## config.mk

```make
export PLATFORM = sky130hd
export DESIGN_NAME = q4j_jac_lane
export DESIGN_NICKNAME = d
export VERILOG_FILES = /design/src/design/q4j_pkg.sv /design/src/design/q4j_jac_lane.sv
export SDC_FILE = /design/constraint.sdc
export NUM_CORES = 2
export LEC_CHECK = 0
export BUFFER_PORTS_ARGS = -buffer_cell sky130_fd_sc_hd__buf_2
export CORE_MARGIN = 2
export CORE_UTILIZATION = 70
export DETAILED_ROUTE_END_ITERATION = 7
export HOLD_SLACK_MARGIN = 0.08
export PLACE_DENSITY = 0.88
export SETUP_SLACK_MARGIN = 0.4
export SLEW_MARGIN = 20
export SYNTH_ARGS = -nofsm -noshare
export SYNTH_HDL_FRONTEND = slang
export SYNTH_SLANG_ARGS = --single-unit
```

## constraint.sdc

```tcl
create_clock -name clk -period 16.5 [get_ports clk]
set_clock_uncertainty 0.05 [all_clocks]
set_input_delay 3.3 -clock clk [delete_from_list [all_inputs] [get_ports clk]]
set_output_delay 3.3 -clock clk [all_outputs]
set_load 0.02 [all_outputs]
```

## src/design/q4j_pkg.sv

```systemverilog
package q4j_pkg;

  localparam int NAT_W      = 16;
  localparam int NAT_ONE    = 16384;
  localparam int RND_BITS   = 16;
  localparam int RND_HALF   = 32768;
  localparam int DIV_SHIFT  = 32;
  localparam int OUT_W      = 64;
  localparam int CFG_W      = 63;

endpackage

```

## src/design/q4j_jac_lane.sv

```systemverilog
module q4j_jac_lane #(
  parameter int CW = 32
) (
  input  logic                              clk,
  input  logic                              en,
  input  logic signed [CW-1:0]              a0,
  input  logic signed [CW-1:0]              a1,
  input  logic signed [CW-1:0]              b0,
  input  logic signed [CW-1:0]              b1,
  input  logic signed [q4j_pkg::NAT_W-1:0]  nat,
  output logic signed [CW+1:0]              jac
);

  localparam int JW  = CW + 2;
  localparam int FW  = 18;
  localparam int DFW = CW + 1;
  localparam int PW  = CW + 20;
  localparam logic signed [PW-1:0] JMAX = {{(PW-JW+1){1'b0}}, {(JW-1){1'b1}}};
  localparam logic signed [PW-1:0] JMIN = {{(PW-JW+1){1'b1}}, {(JW-1){1'b0}}};

  logic signed [FW-1:0]    f1;
  logic signed [FW-1:0]    f2;
  logic signed [DFW-1:0]   d1;
  logic signed [DFW-1:0]   d2;
  logic signed [PW-2:0]    p1;
  logic signed [PW-2:0]    p2;
  logic signed [PW-1:0]    sum;
  logic signed [PW-1:0]    rnd;
  logic signed [JW-1:0]    sat;

  always_comb begin
    sum = PW'(p1) + PW'(p2) + PW'(q4j_pkg::RND_HALF);
    rnd = sum >>> q4j_pkg::RND_BITS;
    priority if (rnd > JMAX) begin
      sat = JMAX[JW-1:0];
    end else if (rnd < JMIN) begin
      sat = JMIN[JW-1:0];
    end else begin
      sat = rnd[JW-1:0];
    end
  end

  always_ff @(posedge clk) begin
    if (en) begin
      f1  <= FW'(q4j_pkg::NAT_ONE) - FW'(nat);
      f2  <= FW'(q4j_pkg::NAT_ONE) + FW'(nat);
      d1  <= DFW'(a1) - DFW'(a0);
      d2  <= DFW'(b0) - DFW'(b1);
      p1  <= f1 * d1;
      p2  <= f2 * d2;
      jac <= sat;
    end
  end

endmodule

```

==> impl_metrics.py <==
metrics = {
    "status": {
        "status": "finished, final reports clean",
    },
    "sta": {
        "rsz0062_at_grt": "no",
        "hold_viol": 0,
        "fmax_mhz": 127,
        "relSlewSlack_pct": 22.1,
        "finalSetupViolCount": 0,
        "finalCriticalPeriod_ns": 7.89,
        "post-route-period-util_pct": 47.8,
        "final_max_slew_viol_count": 0,
        "fin_setup_tns_ns": 0,
        "worst_slew_pin_slew_ns": 1.17,
    },
    "critical_path": {
        "critPathBufInv": 4,
        "cpPeakStageDelay_ns": 1.08,
        "critPathSlowestCell": "edfxtp_1",
        "crit_required_ns": 16.80,
        "cpMostUsedCell": "fa_1",
        "cp_top_family": "adder cells",
        "path_max_fanout": 33,
        "start_kind": "flop",
        "crit_chain": "and2_1, fa_1, inv_1, fa_1, fa_1, fa_1, inv_1, fa_1, inv_1, fa_1, inv_1, ha_1, a21o_1, a21oi_1, o221ai_1, o32ai_2, o221ai_1, a31oi_1, o211ai_1, a311oi_1, o21bai_1, xor2_1",
        "critPathKind": "flop to flop",
        "critPathCaptureType": "flop",
        "arrival_ns": 8.19,
        "regToRegSetupSlack_ns": 8.61,
    },
    "placed_design": {
        "dp_cells": 6431,
        "port_buffers": 179,
        "hpwl_mm": 96.5,
        "place.gp.congestion": 0.954,
    },
    "clocking": {
        "cts_tree": "built",
        "cts_setup_buffers": 0,
        "postCtsHoldBufs": 0,
        "clock_sinks": 233,
        "htree_num_levels": 1,
        "clkLatencyLatePin_ns": 0.64,
        "cts_root_buffer": "clkbuf_16",
        "clkTransAtPathRegs_ns": 0.06,
        "cts.repair.resized": 0,
        "numCtsBuffers": 30,
        "clk_path_buf_depth": 3,
    },
    "synthesis": {
        "netlist.area_leader.share_pct": 41.1,
        "synth_top_cell_by_area": "fa_1",
        "synth-async-reset-ratio_pct": 0,
        "synth_area_per_cell_um2": 9.56,
        "yosys_warnings": 0,
        "synthTopCellsByCount": "inv_1, fa_1, nand2_1, and2_1, ha_1",
        "synthTopCellsByArea": "fa_1, edfxtp_1, ha_1",
        "synth-seq-cells": 233,
        "ys.flop_type": "edfxtp_1",
        "syn_area_um2": 52300,
        "synth_edf_count": 233,
        "synth_cell_type_count": 83,
        "synth_fp_nets": 7092,
        "yosysMostFrequentCell": "inv_1",
        "seq_area_frac_synth_pct": 13.4,
        "synth_cells": 5472,
    },
    "route": {
        "drcViolationCount": 0,
        "dr.first_iter.drc_count": 3388,
        "wl_per_cell_um": 18.9,
        "dr_total_vias": 38800,
        "final_antenna_net_count": 0,
        "finalWirelength_mm": 123,
        "first_pass_iters": 8,
        "vias_per_cell": 5.96,
    },
    "finish": {
        "areaGrowthSynthToFinish_pct": 5.28,
        "antennaDiodeCount": 0,
        "final_cells": 6502,
        "fill_cells": 4852,
        "fin_nets": 7129,
        "layout-drive-gt1-share_pct": 5.57,
    },
    "run": {
        "cap_violations": 0,
    },
    "hold_path": {
        "hold_path.class": "flop to flop",
    },
    "die": {
        "io_pins": 180,
        "std_cell_rows": 100,
        "core_area_um2": 74200,
        "initial_core_util_pct": 70.5,
        "fp.dieH_um": 277,
        "die-width_um": 277,
        "die-area_um2": 77000,
    },
    "global_route": {
        "grt_pass1_wl_mm": 206,
        "overflow": 0,
        "grtUsageTotal_pct": 33.4,
        "grt_pass1_vias": 42400,
        "antenna_found_initial": 1,
        "grt_max_degree": 94,
    },
}
[state kept, by name, indices dropped and copies added, names as in the netlist]
register,flops
d2,33
jac,34
p1,50
f2,16
f1,17
d1,33
p2,50
[kinds of logic (layout without fill, tap and decap cells)]
group	after synthesis	in the layout	synth area share, %
DFF	233	233	13.4
xor gates and xnor gates	203	203	3.43
muxes	2	2	0.0430
adders and majority gates	1474	1474	50.7
and+or+nand+nor	1515	1515	14.2
AOI/OAI and AO/OA	602	602	7.84
buffers and inverters	1443	1504	10.4
[routing by layer]
layer	up-vias	wire, µm	global-route usage (%)
met5	-	0	0
met4	0	7750	19.0
met3	572	9790	4.62
met2	1986	61600	56.6
met1	19400	43500	41.5
li1	16800	-	-
[through the flow]
stage                     hold WS (ns)  instance area, µm²  worst slack (ns)  utilization [%]
final                            0.856               55100              8.61             74.2
after global routing             0.884               55100              8.26             74.2
after CTS                        0.857               54800              8.54             73.9
after detailed placement         0.836               53700              8.59             72.4
after global placement           0.817               53700              9.01             72.4
after floorplan                  0.563               52300              9.95                -
[worst min-delay path: stages, from the launching register on]
cell and delay, ns:
edfxtp_1 0.35, ha_1 0.17, nand3_1 0.13, o21ai_4 0.13
[final timing paths]
| check | startpoint | end | cells after the start |
|---|---|---|---|
| setup / recovery | f1[6]$_DFFE_PP_ | p1[49]$_DFFE_PP_ | 22 |
| hold / removal | p2[49]$_DFFE_PP_ | jac[33]$_SDFFCE_PN0P_ | 3 |
| setup reg to reg | f1[6]$_DFFE_PP_ | p1[49]$_DFFE_PP_ | 22 |
| hold reg to reg | p2[49]$_DFFE_PP_ | jac[33]$_SDFFCE_PN0P_ | 3 |
[cell type report]
cell class	count	area [µm²]	area share [%]
clock buffers	31	754	1.37
multi-input cells	3796	39900	72.4
repair buffers	211	1290	2.34
inverters	1237	4640	8.43
well taps	969	1210	2.20
flip-flops and latches	233	7000	12.7
clock inverters	25	325	0.591
[placed cells by master, fill, tap and decap left out, types with 61 or more instances in the layout]
| master | Yosys | layout |
|---|---|---|
| ha_1 | 400 | 400 |
| nand2_1 | 666 | 666 |
| buf_2 | 2 | 178 |
| a21o_1 | 137 | 137 |
| inv_1 | 1237 | 1237 |
| o21ai_0 | 90 | 90 |
| a21oi_1 | 168 | 168 |
| fa_1 | 1074 | 1074 |
| nor2_1 | 152 | 152 |
| xor2_1 | 61 | 61 |
| xnor2_1 | 141 | 141 |
| and2_1 | 493 | 493 |
| edfxtp_1 | 233 | 233 |
Power is left out: the tool's default activity adds up to more than one toggle a clock period on the data nets, which glitch-free logic cannot reach.
